--- config.mk ---
export PLATFORM = sky130hd
export DESIGN_NAME = flux_sync_hunt_bit_decoder_unit
export DESIGN_NICKNAME = d
export VERILOG_FILES = /design/src/design/fshb_pkg.sv /design/src/design/fshb_cell.sv /design/src/design/fshb_decode.sv /design/src/design/fshb_out_fifo.sv /design/src/design/flux_sync_hunt_bit_decoder_unit.sv
export SDC_FILE = /design/constraint.sdc
export NUM_CORES = 1
export LEC_CHECK = 0
export BUFFER_PORTS_ARGS = -buffer_cell sky130_fd_sc_hd__buf_2
export CORE_ASPECT_RATIO = 0.6
export CORE_MARGIN = 8
export CORE_UTILIZATION = 61
export DETAILED_ROUTE_END_ITERATION = 10
export PLACE_DENSITY = 0.81
export RECOVER_POWER = 100
export SETUP_SLACK_MARGIN = 0.5
export SLEW_MARGIN = 20
export SYNTH_ARGS = -nofsm -noshare
export SYNTH_HDL_FRONTEND = slang
export SYNTH_SLANG_ARGS = --single-unit
--- constraint.sdc ---
create_clock -name clk -period 7.5 [get_ports clk]
set_input_delay 0.375 -clock clk [delete_from_list [all_inputs] [get_ports clk]]
set_output_delay 0.375 -clock clk [all_outputs]
set_load 0.1 [all_outputs]
--- src/design/fshb_pkg.sv ---
// Package for the flux sync hunt bit decoder: beat types, decoder command and
// result structs, register indexes, status codes and the sync pattern.
// No dependencies.
package fshb_pkg;

	// Interval class, coded as bit cells minus two
	typedef logic [1:0] class_t;

	localparam class_t CLASS_TWO   = 2'd0;
	localparam class_t CLASS_THREE = 2'd1;
	localparam class_t CLASS_FOUR  = 2'd2;

	// Sync pattern in classes, oldest first
	localparam int SYNC_LEN = 10;
	localparam class_t SYNC_CODES [SYNC_LEN] = '{
		CLASS_FOUR, CLASS_THREE, CLASS_FOUR, CLASS_THREE, CLASS_TWO,
		CLASS_FOUR, CLASS_THREE, CLASS_FOUR, CLASS_THREE, CLASS_TWO
	};

	// Class history depth and hunt counter
	localparam int HIST_LEN = 11;
	localparam int SEEN_W = 4;
	localparam logic [SEEN_W-1:0] SEEN_MAX = 4'd11;

	// Result status codes
	localparam logic [1:0] STATUS_DATA    = 2'd0;
	localparam logic [1:0] STATUS_NO_SYNC = 2'd1;
	localparam logic [1:0] STATUS_FULL    = 2'd2;

	// Configuration register map
	localparam int ADDR_W = 4;
	localparam logic [1:0] REG_LONG_LIMIT = 2'd0;
	localparam logic [1:0] REG_MID_LIMIT  = 2'd1;
	localparam logic [1:0] REG_BYTE_LIMIT = 2'd2;

	localparam logic [15:0] LONG_LIMIT_RST = 16'd700;
	localparam logic [15:0] MID_LIMIT_RST  = 16'd500;
	localparam logic [15:0] BYTE_LIMIT_RST = 16'd11964;

	// Result queue
	localparam int FIFO_DEPTH = 4;
	localparam int PTR_W = 2;
	localparam int LEVEL_W = 3;
	// Highest fill level at which two more beats still fit
	localparam logic [LEVEL_W-1:0] LEVEL_ROOM = 3'd2;

	typedef struct packed {
		logic [15:0] interval_time;
		logic        final_sample;
	} flux_beat_t;

	typedef struct packed {
		logic [7:0]  data_byte;
		logic [15:0] byte_index;
		logic [1:0]  status;
		logic        run_end;
	} byte_beat_t;

	// One cycle of work for the decoder
	typedef struct packed {
		logic   start;     // sync found: enter decoding at cell -2
		logic   step;      // advance by one interval of class code
		class_t code;
		logic   flush;     // last interval of the capture: flush and clear
		logic   item_end;  // this cycle ends the beat's work
	} dec_cmd_t;

	// Up to two result beats produced in one cycle, in order
	typedef struct packed {
		logic       v0;
		byte_beat_t r0;
		logic       v1;
		byte_beat_t r1;
	} dec_push_t;

endpackage

--- src/design/fshb_cell.sv ---
// One stage of the class history chain with its sync pattern compare.
// Depends on fshb_pkg.
module fshb_cell import fshb_pkg::*; #(
	parameter class_t EXPECT = CLASS_TWO,
	parameter bit     CHECK  = 1'b1
) (
	input  logic   clk,
	input  logic   arst_n,
	input  logic   shift,
	input  logic   clear,
	input  class_t class_in,
	output class_t class_out,
	input  logic   hit_in,
	output logic   hit_out
);

	class_t class_q;

	always_ff @(posedge clk or negedge arst_n) begin
		if (!arst_n) begin
			class_q <= CLASS_TWO;
		end else if (clear) begin
			class_q <= CLASS_TWO;
		end else if (shift) begin
			class_q <= class_in;
		end
	end

	assign class_out = class_q;

	// Pass the running match on; a stage without a pattern slot passes it untouched
	assign hit_out = hit_in & (!CHECK || (class_q == EXPECT));

endmodule

--- src/design/fshb_decode.sv ---
// Bit cell decoder: cell position, byte assembly, full and flush handling.
// Produces up to two result beats per cycle. Depends on fshb_pkg.
module fshb_decode import fshb_pkg::*; #(
	parameter int INDEX_WIDTH = 16
) (
	input  logic                 clk,
	input  logic                 arst_n,
	input  dec_cmd_t             cmd,
	input  logic [INDEX_WIDTH:0] lim,
	output logic                 hunting,
	output dec_push_t            push
);

	localparam int POS_W = INDEX_WIDTH + 4;
	localparam int BYTE_W = INDEX_WIDTH + 1;
	localparam logic [POS_W-1:0] POS_START = ~POS_W'(1);

	typedef enum logic [1:0] {
		PH_HUNT,
		PH_DECODE,
		PH_FULL
	} phase_t;

	phase_t           phase_q;
	logic [POS_W-1:0] pos_q;
	logic [7:0]       acc_q;

	phase_t            phase_n;
	logic [POS_W-1:0]  pos_n;
	logic [7:0]        acc_n;
	logic [POS_W-1:0]  new_pos;
	logic [BYTE_W-1:0] pos_byte;
	logic [BYTE_W-1:0] new_byte;
	logic              decoding;
	logic              crossed;
	logic              hit_full;
	logic              flush_data;
	logic              no_sync;
	byte_beat_t        cand_a;
	byte_beat_t        cand_b;
	byte_beat_t        cand_c;
	logic              vc;

	assign hunting = (phase_q == PH_HUNT);

	assign new_pos  = pos_q + POS_W'(cmd.code) + POS_W'(2);
	assign pos_byte = pos_q[POS_W-1:3];
	assign new_byte = new_pos[POS_W-1:3];
	assign decoding = cmd.step && (phase_q == PH_DECODE);
	assign crossed  = decoding && !pos_q[POS_W-1] && (pos_byte != new_byte);
	assign hit_full = decoding && (new_byte >= lim);

	always_comb begin
		phase_n = phase_q;
		pos_n   = pos_q;
		acc_n   = acc_q;
		if (cmd.start) begin
			phase_n = PH_DECODE;
			pos_n   = POS_START;
			acc_n   = 8'h00;
		end else if (decoding) begin
			if (hit_full) begin
				phase_n = PH_FULL;
			end else begin
				pos_n = new_pos;
				acc_n = (crossed ? 8'h00 : acc_q) | (8'h80 >> new_pos[2:0]);
			end
		end
	end

	assign flush_data = cmd.flush && (phase_n == PH_DECODE) && !pos_n[POS_W-1];
	assign no_sync    = cmd.flush && (phase_n == PH_HUNT);
	assign vc         = flush_data || no_sync;

	// Candidates in emission order: finished byte, full status, end of capture
	always_comb begin
		cand_a.data_byte  = acc_q;
		cand_a.byte_index = 16'(pos_byte);
		cand_a.status     = STATUS_DATA;
		cand_a.run_end    = 1'b0;

		cand_b.data_byte  = 8'h00;
		cand_b.byte_index = 16'(lim);
		cand_b.status     = STATUS_FULL;
		cand_b.run_end    = 1'b0;

		if (flush_data) begin
			cand_c.data_byte  = acc_n;
			cand_c.byte_index = 16'(pos_n[POS_W-1:3]);
			cand_c.status     = STATUS_DATA;
		end else begin
			cand_c.data_byte  = 8'h00;
			cand_c.byte_index = 16'h0000;
			cand_c.status     = STATUS_NO_SYNC;
		end
		cand_c.run_end = 1'b0;

		push.v0 = crossed || hit_full || vc;
		push.r0 = crossed ? cand_a : (hit_full ? cand_b : cand_c);
		push.v1 = crossed && (hit_full || vc);
		push.r1 = hit_full ? cand_b : cand_c;
		push.r0.run_end = cmd.item_end && !push.v1;
		push.r1.run_end = cmd.item_end;
	end

	always_ff @(posedge clk or negedge arst_n) begin
		if (!arst_n) begin
			phase_q <= PH_HUNT;
			pos_q   <= POS_START;
			acc_q   <= 8'h00;
		end else if (cmd.flush) begin
			phase_q <= PH_HUNT;
			pos_q   <= POS_START;
			acc_q   <= 8'h00;
		end else begin
			phase_q <= phase_n;
			pos_q   <= pos_n;
			acc_q   <= acc_n;
		end
	end

endmodule

--- src/design/fshb_out_fifo.sv ---
// Result queue: two write ports, one registered read side, late run_end marking.
// Depends on fshb_pkg.
module fshb_out_fifo import fshb_pkg::*; (
	input  logic               clk,
	input  logic               arst_n,
	input  dec_push_t          push,
	input  logic               mark,
	input  logic               hold,
	output logic [LEVEL_W-1:0] level,
	output logic               out_valid,
	input  logic               out_ready,
	output byte_beat_t         out_beat
);

	byte_beat_t         mem_q [FIFO_DEPTH];
	logic [PTR_W-1:0]   wr_ptr_q;
	logic [PTR_W-1:0]   rd_ptr_q;
	logic [LEVEL_W-1:0] level_q;

	logic [PTR_W-1:0]   wr_nxt;
	logic [PTR_W-1:0]   wr_prv;
	logic [LEVEL_W-1:0] n_push;
	logic               pop;

	assign wr_nxt = wr_ptr_q + PTR_W'(1);
	assign wr_prv = wr_ptr_q - PTR_W'(1);
	assign n_push = push.v1 ? LEVEL_W'(2) : (push.v0 ? LEVEL_W'(1) : LEVEL_W'(0));

	// Keep the newest beat back while its item may still own the run end
	assign out_valid = (level_q != '0) && !(hold && (level_q == LEVEL_W'(1)));
	assign out_beat  = mem_q[rd_ptr_q];
	assign pop       = out_valid && out_ready;
	assign level     = level_q;

	always_ff @(posedge clk) begin
		if (push.v0) begin
			mem_q[wr_ptr_q] <= push.r0;
		end
		if (push.v1) begin
			mem_q[wr_nxt] <= push.r1;
		end
		if (mark) begin
			mem_q[wr_prv].run_end <= 1'b1;
		end
	end

	always_ff @(posedge clk or negedge arst_n) begin
		if (!arst_n) begin
			wr_ptr_q <= '0;
			rd_ptr_q <= '0;
			level_q  <= '0;
		end else begin
			wr_ptr_q <= wr_ptr_q + n_push[PTR_W-1:0];
			if (pop) begin
				rd_ptr_q <= rd_ptr_q + PTR_W'(1);
			end
			level_q <= level_q + n_push - LEVEL_W'(pop);
		end
	end

endmodule

--- src/design/flux_sync_hunt_bit_decoder_unit.sv ---
// Flux sync hunt bit decoder, top level. Result beats are queued in the
// result queue by the flux beat that causes them; a sync beat's results
// come out during its replay.
// Throughput: 1 flux beat per cycle; a sync match holds input for the whole
// replay (one step per buffered class), and input also waits while the 4-entry
// result queue holds more than 2 beats.
// Reset (arst_n, asynchronous): thresholds 700/500, byte limit 11964, hunting.
// Depends on fshb_pkg, fshb_cell, fshb_decode and fshb_out_fifo.
module flux_sync_hunt_bit_decoder_unit import fshb_pkg::*; #(
	parameter int INDEX_WIDTH = 16
) (
	input  logic              clk,
	input  logic              arst_n,
	// flux interval channel
	input  logic              flux_valid,
	output logic              flux_ready,
	input  flux_beat_t        flux_beat,
	// decoded byte channel
	output logic              byte_valid,
	input  logic              byte_ready,
	output byte_beat_t        byte_beat,
	// configuration
	input  logic              psel,
	input  logic              penable,
	input  logic              pwrite,
	input  logic [ADDR_W-1:0] paddr,
	input  logic [31:0]       pwdata,
	output logic [31:0]       prdata,
	output logic              pready
);

	localparam int LIM_W = INDEX_WIDTH + 1;
	localparam logic [31:0] LIM_CAP = 32'd1 << INDEX_WIDTH;
	localparam int REPLAY_W = 4;

	// ---------------------------------------------------------------
	// Configuration registers
	// ---------------------------------------------------------------
	logic [15:0] long_q;
	logic [15:0] mid_q;
	logic [15:0] blim_q;
	logic        cfg_wr;

	assign pready = 1'b1;
	assign cfg_wr = psel && penable && pwrite;

	always_ff @(posedge clk or negedge arst_n) begin
		if (!arst_n) begin
			long_q <= LONG_LIMIT_RST;
			mid_q  <= MID_LIMIT_RST;
			blim_q <= BYTE_LIMIT_RST;
		end else if (cfg_wr) begin
			case (paddr[3:2])
				REG_LONG_LIMIT: long_q <= pwdata[15:0];
				REG_MID_LIMIT:  mid_q  <= pwdata[15:0];
				REG_BYTE_LIMIT: blim_q <= pwdata[15:0];
				default: ;
			endcase
		end
	end

	always_comb begin
		case (paddr[3:2])
			REG_LONG_LIMIT: prdata = {16'h0000, long_q};
			REG_MID_LIMIT:  prdata = {16'h0000, mid_q};
			REG_BYTE_LIMIT: prdata = {16'h0000, blim_q};
			default:        prdata = 32'h0000_0000;
		endcase
	end

	// Cap the byte limit at the reach of the byte position
	logic [LIM_W-1:0] lim;
	assign lim = (32'(blim_q) > LIM_CAP) ? LIM_W'(LIM_CAP) : LIM_W'(blim_q);

	// ---------------------------------------------------------------
	// Control
	// ---------------------------------------------------------------
	logic [REPLAY_W-1:0] replay_cnt_q;   // classes still to replay after sync
	logic                replay_final_q; // sync beat was the last of the capture
	logic                item_pushed_q;  // replay has queued at least one beat
	logic [SEEN_W-1:0]   seen_q;

	logic               hunting;
	logic [LEVEL_W-1:0] fifo_level;
	dec_push_t          push;
	dec_cmd_t           cmd;
	logic               accept;
	logic               replay_busy;
	logic               replay_step;
	logic               replay_last;
	logic               match;
	logic               mark;
	class_t             code;

	class_t chain_class [HIST_LEN+1];
	logic   chain_hit   [HIST_LEN+1];

	// Hold input during replay and whenever two more beats might not fit
	assign replay_busy = (replay_cnt_q != '0);
	assign flux_ready  = !replay_busy && (fifo_level <= LEVEL_ROOM);
	assign accept      = flux_valid && flux_ready;
	assign replay_step = replay_busy && (fifo_level <= LEVEL_ROOM);
	assign replay_last = replay_step && (replay_cnt_q == REPLAY_W'(1));

	// Two thresholds give the class
	always_comb begin
		if (flux_beat.interval_time > long_q) begin
			code = CLASS_FOUR;
		end else if (flux_beat.interval_time > mid_q) begin
			code = CLASS_THREE;
		end else begin
			code = CLASS_TWO;
		end
	end

	// ---------------------------------------------------------------
	// Class history chain. Stage 0 holds the newest class. The match is
	// worked out on the history as it will stand after this beat shifts
	// in: the incoming class fills the last pattern slot, stage k fills
	// slot SYNC_LEN-2-k. The two oldest stages take no part in the compare.
	// During replay the chain shifts toward the oldest end and feeds the
	// decoder from there, so it is empty once the replay is done.
	// ---------------------------------------------------------------
	assign chain_class[0] = replay_busy ? CLASS_TWO : code;
	assign chain_hit[0]   = (code == SYNC_CODES[SYNC_LEN-1]) && (seen_q >= SEEN_MAX - 4'd1);

	for (genvar k = 0; k < HIST_LEN; k++) begin : g_cell
		fshb_cell #(
			.EXPECT(SYNC_CODES[(k < SYNC_LEN - 1) ? (SYNC_LEN - 2 - k) : 0]),
			.CHECK (k < SYNC_LEN - 1)
		) u_cell (
			.clk      (clk),
			.arst_n   (arst_n),
			.shift    ((accept && hunting) || replay_step),
			.clear    (cmd.flush),
			.class_in (chain_class[k]),
			.class_out(chain_class[k+1]),
			.hit_in   (chain_hit[k]),
			.hit_out  (chain_hit[k+1])
		);
	end

	assign match = accept && hunting && chain_hit[HIST_LEN];

	// ---------------------------------------------------------------
	// Decoder command: a flux beat outside the hunt steps directly, a
	// replay cycle steps with the oldest buffered class. The capture's
	// last beat flushes at once, or at the end of its replay.
	// ---------------------------------------------------------------
	always_comb begin
		cmd.start = match;
		cmd.step  = (accept && !hunting) || replay_step;
		cmd.code  = replay_step ? chain_class[HIST_LEN] : code;
		if (accept) begin
			cmd.flush    = flux_beat.final_sample && !match;
			cmd.item_end = !match;
		end else begin
			cmd.flush    = replay_last && replay_final_q;
			cmd.item_end = replay_last;
		end
	end

	fshb_decode #(
		.INDEX_WIDTH(INDEX_WIDTH)
	) u_decode (
		.clk    (clk),
		.arst_n (arst_n),
		.cmd    (cmd),
		.lim    (lim),
		.hunting(hunting),
		.push   (push)
	);

	// A replay whose last step queues nothing ends on the newest queued beat
	assign mark = replay_last && !push.v0 && item_pushed_q;

	// Hold back only a beat of the running replay; older beats stay visible
	fshb_out_fifo u_out_fifo (
		.clk      (clk),
		.arst_n   (arst_n),
		.push     (push),
		.mark     (mark),
		.hold     (replay_busy && item_pushed_q),
		.level    (fifo_level),
		.out_valid(byte_valid),
		.out_ready(byte_ready),
		.out_beat (byte_beat)
	);

	always_ff @(posedge clk or negedge arst_n) begin
		if (!arst_n) begin
			replay_cnt_q   <= '0;
			replay_final_q <= 1'b0;
			item_pushed_q  <= 1'b0;
			seen_q         <= '0;
		end else begin
			if (match) begin
				replay_cnt_q   <= REPLAY_W'(HIST_LEN);
				replay_final_q <= flux_beat.final_sample;
				item_pushed_q  <= 1'b0;
			end else if (replay_step) begin
				replay_cnt_q <= replay_cnt_q - REPLAY_W'(1);
				if (push.v0) begin
					item_pushed_q <= 1'b1;
				end
			end
			// Count hunted intervals, saturate, drop back at capture end
			if (cmd.flush) begin
				seen_q <= '0;
			end else if (accept && hunting && (seen_q < SEEN_MAX)) begin
				seen_q <= seen_q + 4'd1;
			end
		end
	end

	// ---------------------------------------------------------------
	// Checks
	// ---------------------------------------------------------------
	a_replay_not_hunting: assert property (@(posedge clk) disable iff (!arst_n)
		replay_busy |-> !hunting)
		else $error("replay running while decoder hunts");

	a_status_no_data: assert property (@(posedge clk) disable iff (!arst_n)
		(byte_valid && (byte_beat.status != STATUS_DATA)) |-> (byte_beat.data_byte == 8'h00))
		else $error("status beat carries data");

	a_no_sync_ends: assert property (@(posedge clk) disable iff (!arst_n)
		(byte_valid && (byte_beat.status == STATUS_NO_SYNC)) |-> byte_beat.run_end)
		else $error("no sync beat without run end");

	a_level_bound: assert property (@(posedge clk) disable iff (!arst_n)
		fifo_level <= LEVEL_W'(FIFO_DEPTH))
		else $error("result queue overrun");

endmodule
* Word level (Yosys, flattened, before mapping) *
Memories as Yosys holds them, arrays and structs flattened.
Cells that the tools add are included.

word-level totals
  flip-flop bits (word level) = 117
  RAM bits = 108
  bits of input ports = 60
  output and inout bits = 62
  word-level logic and storage cells = 191
  memories = 1

operators by class
  add/subtract/negate cells = 10
  $lt $le $gt $ge = 6
  equal/unequal tests = 16
  shifts and indexed selects = 1
  mux-type cells = 62
  bitwise logic cells = 10
  reduce and logical (&&, ||, !) cells = 60

memory list
  memory            words  width  read ports  clocked after Yosys merged registers in  wr ports  line                 RTL
  u_out_fifo.mem_q  4      27     1           0                                        2         fshb_out_fifo.sv:15  byte_beat_t mem_q [FIFO_DEPTH];

operator list
  kind                   count
  $mux 27                3
  $mux 20                4
  $mux 2                 32
  $pmux 16 s3            1
  $mux 8                 5
  $gt 16x16->1           2
  $logic_and 1x1->1      28
  $reduce_or 27->1       1
  $mux 26                1
  $add 20x2->20          1
  $add 20x2->20 const B  1
  $ge 17x16->1           1
  $ne 17x17->1           1
  $mux 4                 4
  $eq 2x1->1 const B     7
  $mux 1                 11
  $eq 2x2->1 const B     5
  $logic_not 2->1        5
  $reduce_and 2->1       5
  $and 1x1->1            9
  $logic_not 1->1        8
  $or 8x8->8             1
  $reduce_bool 2->1      4
  $shr 8x3->8 const A    1
  other kinds (17)       24

* Depth between registers and ports, before layout *
  depth after elaboration = 29
  depth in mapped cells = 31
  mapped depth without buffers = 30

* Hierarchy *
Synthesis repeated with hierarchy kept, for this count alone.

second synthesis, totals
  cell total of the unflattened synthesis = 1290
  area total of the unflattened synthesis = 13625.6 µm²

modules (own cells, without submodules)
  module                             times used  cells each  area each (µm²)  sequential area each (µm²)
  fshb_out_fifo                      1           328         5461.5           3378.2
  flux_sync_hunt_bit_decoder_unit    1           395         3673.5           1477.7
  fshb_decode                        1           486         3549.7           774.5
  fshb_cell (g_cell[0].u_cell ...)   4           7           86.3             50.0
  fshb_cell (g_cell[1].u_cell ...)   4           8           85.1             50.0
  fshb_cell (g_cell[10].u_cell ...)  3           7           85.1             50.0

* Worst setup path before layout *
Ideal clock, no wire load.

  kind = reg-to-reg
  from = reg long_q[9]
  to = mem u_out_fifo.mem_q[2][0] (netlist name) (enable)
  setup time = 0.297 ns
  arrival = 6.479 ns
  required time = 7.203 ns
  slack = 0.724 ns
  cell stages (with the launch flop) = 28
  buffers on the path = 1
  clock period less this slack = 6.776 ns
  cells stage by stage = dfstp_2 > inv_1 > ha_1 > nand4_1 > or3_1 > o221ai_1 > nand2_1 > nor2_1 > a21oi_1 > ha_1 > inv_1 > ha_1 > fa_1 > and3_1 > nand3_1 > nor3_1 > xor2_1 > ha_1 > and4_1 > nand3_1 > or4_1 > and4b_1 > and2_4 > o221ai_4 > and4_1 > buf_4 > a31o_1 > a41o_1

RTL lines
  item                      line                                   RTL
  start: declaration        flux_sync_hunt_bit_decoder_unit.sv:39  logic [15:0] long_q;
  start signal: assignment  flux_sync_hunt_bit_decoder_unit.sv:54  REG_LONG_LIMIT: long_q <= pwdata[15:0];
  end: declaration          fshb_out_fifo.sv:15

==> impl_metrics.tcl <==
set metrics [dict create \
    grt_overflow 0 \
    reg2reg_depth 28 \
    netlist_instances 1233 \
    route.detailed.drc 0 \
    synth_top_area_share 0.243 \
    cap_violations 3 \
    path_clk_slew_ns 0.06 \
    viasPerCell 6.47 \
    fin_area_mm2 0.0151 \
    portBuffers 86 \
    cts_buffers 22 \
    drt-initial-drc-count 1179 \
    reg2reg_slack_ns 0.47 \
    wirelength_um 36500 \
    ys_seq_elements 225 \
    cp-start-kind "flip-flop" \
    hold_viol 0 \
    total_power_mw 4.81 \
    finClkSkew_ns 0.00833 \
    drtAntennaViolNets 0 \
    clock_path_buffers 3 \
    boundaryPins 122 \
    hold_depth 3 \
    slew_headroom -0.816 \
    grt_pass1_wl_um 56700 \
    yosys_warnings 0 \
    wire_per_inst_um 22.2 \
    ys_seq_area_frac 0.466 \
    ys_top_cells_by_area "edfxtp_1, dfrtp_1, dfstp_2" \
    ir_worst_vdd_mv 0.317 \
    first_pass_iters 7 \
    reg2reg_to "u_out_fifo.mem_q[0][15]$_DFFE_PP_" \
    required_ns 7.76 \
    dpl-instance-area_mm2 0.0143 \
    grt.total_usage 0.268 \
    nets 1469 \
    hp-class "primary input to flip-flop" \
    syn_area_mm2 0.0133 \
    setup-tns-final_ns 0 \
    rows 42 \
    async_reset_ff_frac 0.520 \
    layout_common_cells "nand2_1, edfxtp_1, o21ai_0" \
    failed_checks "max-capacitance violations, max-slew violations" \
    period_share 0.937 \
    clk_latency_ns 0.52 \
    status "complete, but fails checks" \
    clock-sinks 225 \
    grt_max_degree 72 \
    postSynthAreaPerCell_um2 10.8 \
    grt_antenna_before_repair 0 \
    drive_gt1_frac 0.217 \
    n_antenna_cell 0 \
    hpwl_um 26300 \
    place_congestion 0.953 \
    drv_slew 113 \
    slowest_stage "or4_1" \
    path_common_cell "ha_1" \
    synth_ff_type "edfxtp_1" \
    vias 10600 \
    finalCriticalPeriod_ns 7.03 \
    die_y_um 131 \
    cts-htree-levels 1 \
    yosys.area.top_type "edfxtp_1" \
    die_x_um 207 \
    tightestPinTransition_ns 2.72 \
    setup_viol 0 \
    coreArea_mm2 0.0218 \
    slowest_delay_ns 0.57 \
    cts_root_buffer "clkbuf_16" \
    r2r_start "long_q[9]$_DFFE_PN1P_" \
    first_global_vias 10400 \
    utilization 0.695 \
    path_max_fanout 9 \
    p_leak_nw 6.27 \
    synth-edff-count 108 \
    cp-end-kind "flip-flop" \
    critPathKind "flip-flop to flip-flop" \
    rsz0062_at_grt "no" \
    worstPathArrival_ns 7.28 \
    power_density_mw_per_mm2 318 \
    initial_utilization 0.613 \
    cts_tree "built" \
    hp-start "pwdata[4]" \
    min_to "long_q[4]$_DFFE_PN1P_" \
    fmax_ghz 0.142 \
    synth_cell_types 84 \
    area_delta_synth_final_pct 13.3 \
    die_area_mm2 0.0270 \
    layout_commonest_cell "nand2_1" \
]
==> critical path: cells and delay by family, from the launching register on <==
family,cells,cell delay [ns]
compound gates,4,1.03
fa+ha+maj,5,1.62
xor+xnor,1,0.14
simple gates,14,2.96
buf+inv,4,0.50
flops,1,0.53
==> sequential cells by signal, indices dropped and copies added (netlist names) <==
signal	cells
blim_q	16
g_cell.u_cell.class_out	22
item_pushed_q	1
long_q	16
mid_q	16
replay_cnt_q	4
replay_final_q	1
seen_q	4
u_decode.acc_q	8
u_decode.phase_q	2
u_decode.pos_q	20
u_out_fifo.level	3
u_out_fifo.mem_q	108
u_out_fifo.rd_ptr_q	2
u_out_fifo.wr_ptr_q	2
==> power breakdown <==
part	internal, mW	leakage [nW]	switching (mW)	total [mW]
combinational	0.534	3.40	1.39	1.92
clock	0.665	0.347	0.479	1.14
sequential	1.48	2.52	0.260	1.74
==> metal layers <==
layer	share of wire	global-route usage	up-vias
met5	0	0	-
li1	-	-	4773
met4	0.024	0.0715	0
met2	0.44	0.407	583
met3	0.11	0.0542	78
met1	0.43	0.389	5197
==> metrics by stage <==
| stage | instances | setup slack, ns | hold slack [ns] |
|---|---|---|---|
| floorplan | 1248 | 0.724 | 0.0794 |
| global placement | 1595 | 0.472 | 0.433 |
| detailed placement | 1595 | 0.234 | 0.433 |
| CTS | 1636 | 0.514 | 0.0956 |
| global route | 1644 | 0.251 | 0.111 |
| finish | 1644 | 0.474 | 0.104 |
==> Yosys cell counts, types with 4 or more instances <==
library cell,count
a21oi_1,40
a221o_1,41
a2bb2oi_1,8
a31oi_1,6
a32oi_1,4
and2_1,11
and3_1,5
and4_1,5
buf_1,4
buf_2,15
buf_4,20
clkbuf_1,39
dfrtp_1,77
dfstp_2,40
edfxtp_1,108
ha_1,65
inv_1,79
mux2_2,43
mux2_4,12
mux2i_1,16
mux4_2,27
nand2_1,155
nand3_1,48
nand3b_1,7
nand4_1,19
nand4_2,4
nor2_1,65
nor2b_1,9
nor3_1,16
nor3b_1,5
o211ai_1,24
o21a_1,6
o21ai_0,77
o21ai_1,10
o221ai_1,7
o22ai_1,8
or3_1,4
xnor2_1,19
xor2_1,8
==> logic make-up after synthesis <==
family          synth area share
compound gates             0.148
flops                      0.466
simple gates               0.142
other cells             0.000563
xor+xnor                  0.0177
buf+inv                   0.0541
mux                        0.107
fa+ha+maj                 0.0640
==> timing repair <==
| action | CTS | global route |
|---|---|---|
| resized for setup | 4 | 36 |
| hold buffers | 1 | 0 |
| hold endpoints to repair | 21 | 0 |
| cloned | 0 | 0 |
| pin swaps | 0 | 14 |
| endpoints found under the setup margin | 126 | 214 |
| buffers inserted | 0 | 8 |
==> worst max path at each step <==
stage	startpoint	endpoint	slack, ns	depth (start not counted)
floorplan	long_q[9]$_DFFE_PN1P_	u_out_fifo.mem_q[2][0]$_DFFE_PP_	0.72	27
global placement	long_q[9]$_DFFE_PN1P_	u_out_fifo.mem_q[2][5]$_DFFE_PP_	0.47	28
detailed placement	long_q[9]$_DFFE_PN1P_	u_out_fifo.mem_q[2][5]$_DFFE_PP_	0.23	28
CTS	long_q[9]$_DFFE_PN1P_	u_out_fifo.mem_q[0][3]$_DFFE_PP_	0.51	29
global route	long_q[7]$_DFFE_PN1P_	u_out_fifo.mem_q[2][13]$_DFFE_PP_	0.25	30
finish	long_q[9]$_DFFE_PN1P_	u_out_fifo.mem_q[0][15]$_DFFE_PP_	0.47	28
==> final cells by class <==
| cell class | count | area, um^2 |
|---|---|---|
| Clock buffer | 29 | 598 |
| Clock inverter | 11 | 130 |
| Fill cell | 1604 | 6640 |
| Inverter | 79 | 297 |
| Multi-Input combinational cell | 862 | 6590 |
| Sequential cell | 225 | 6220 |
| Tap cell | 286 | 358 |
| Timing Repair Buffer | 152 | 923 |
Note: power is estimated with default switching activity, not from simulation.
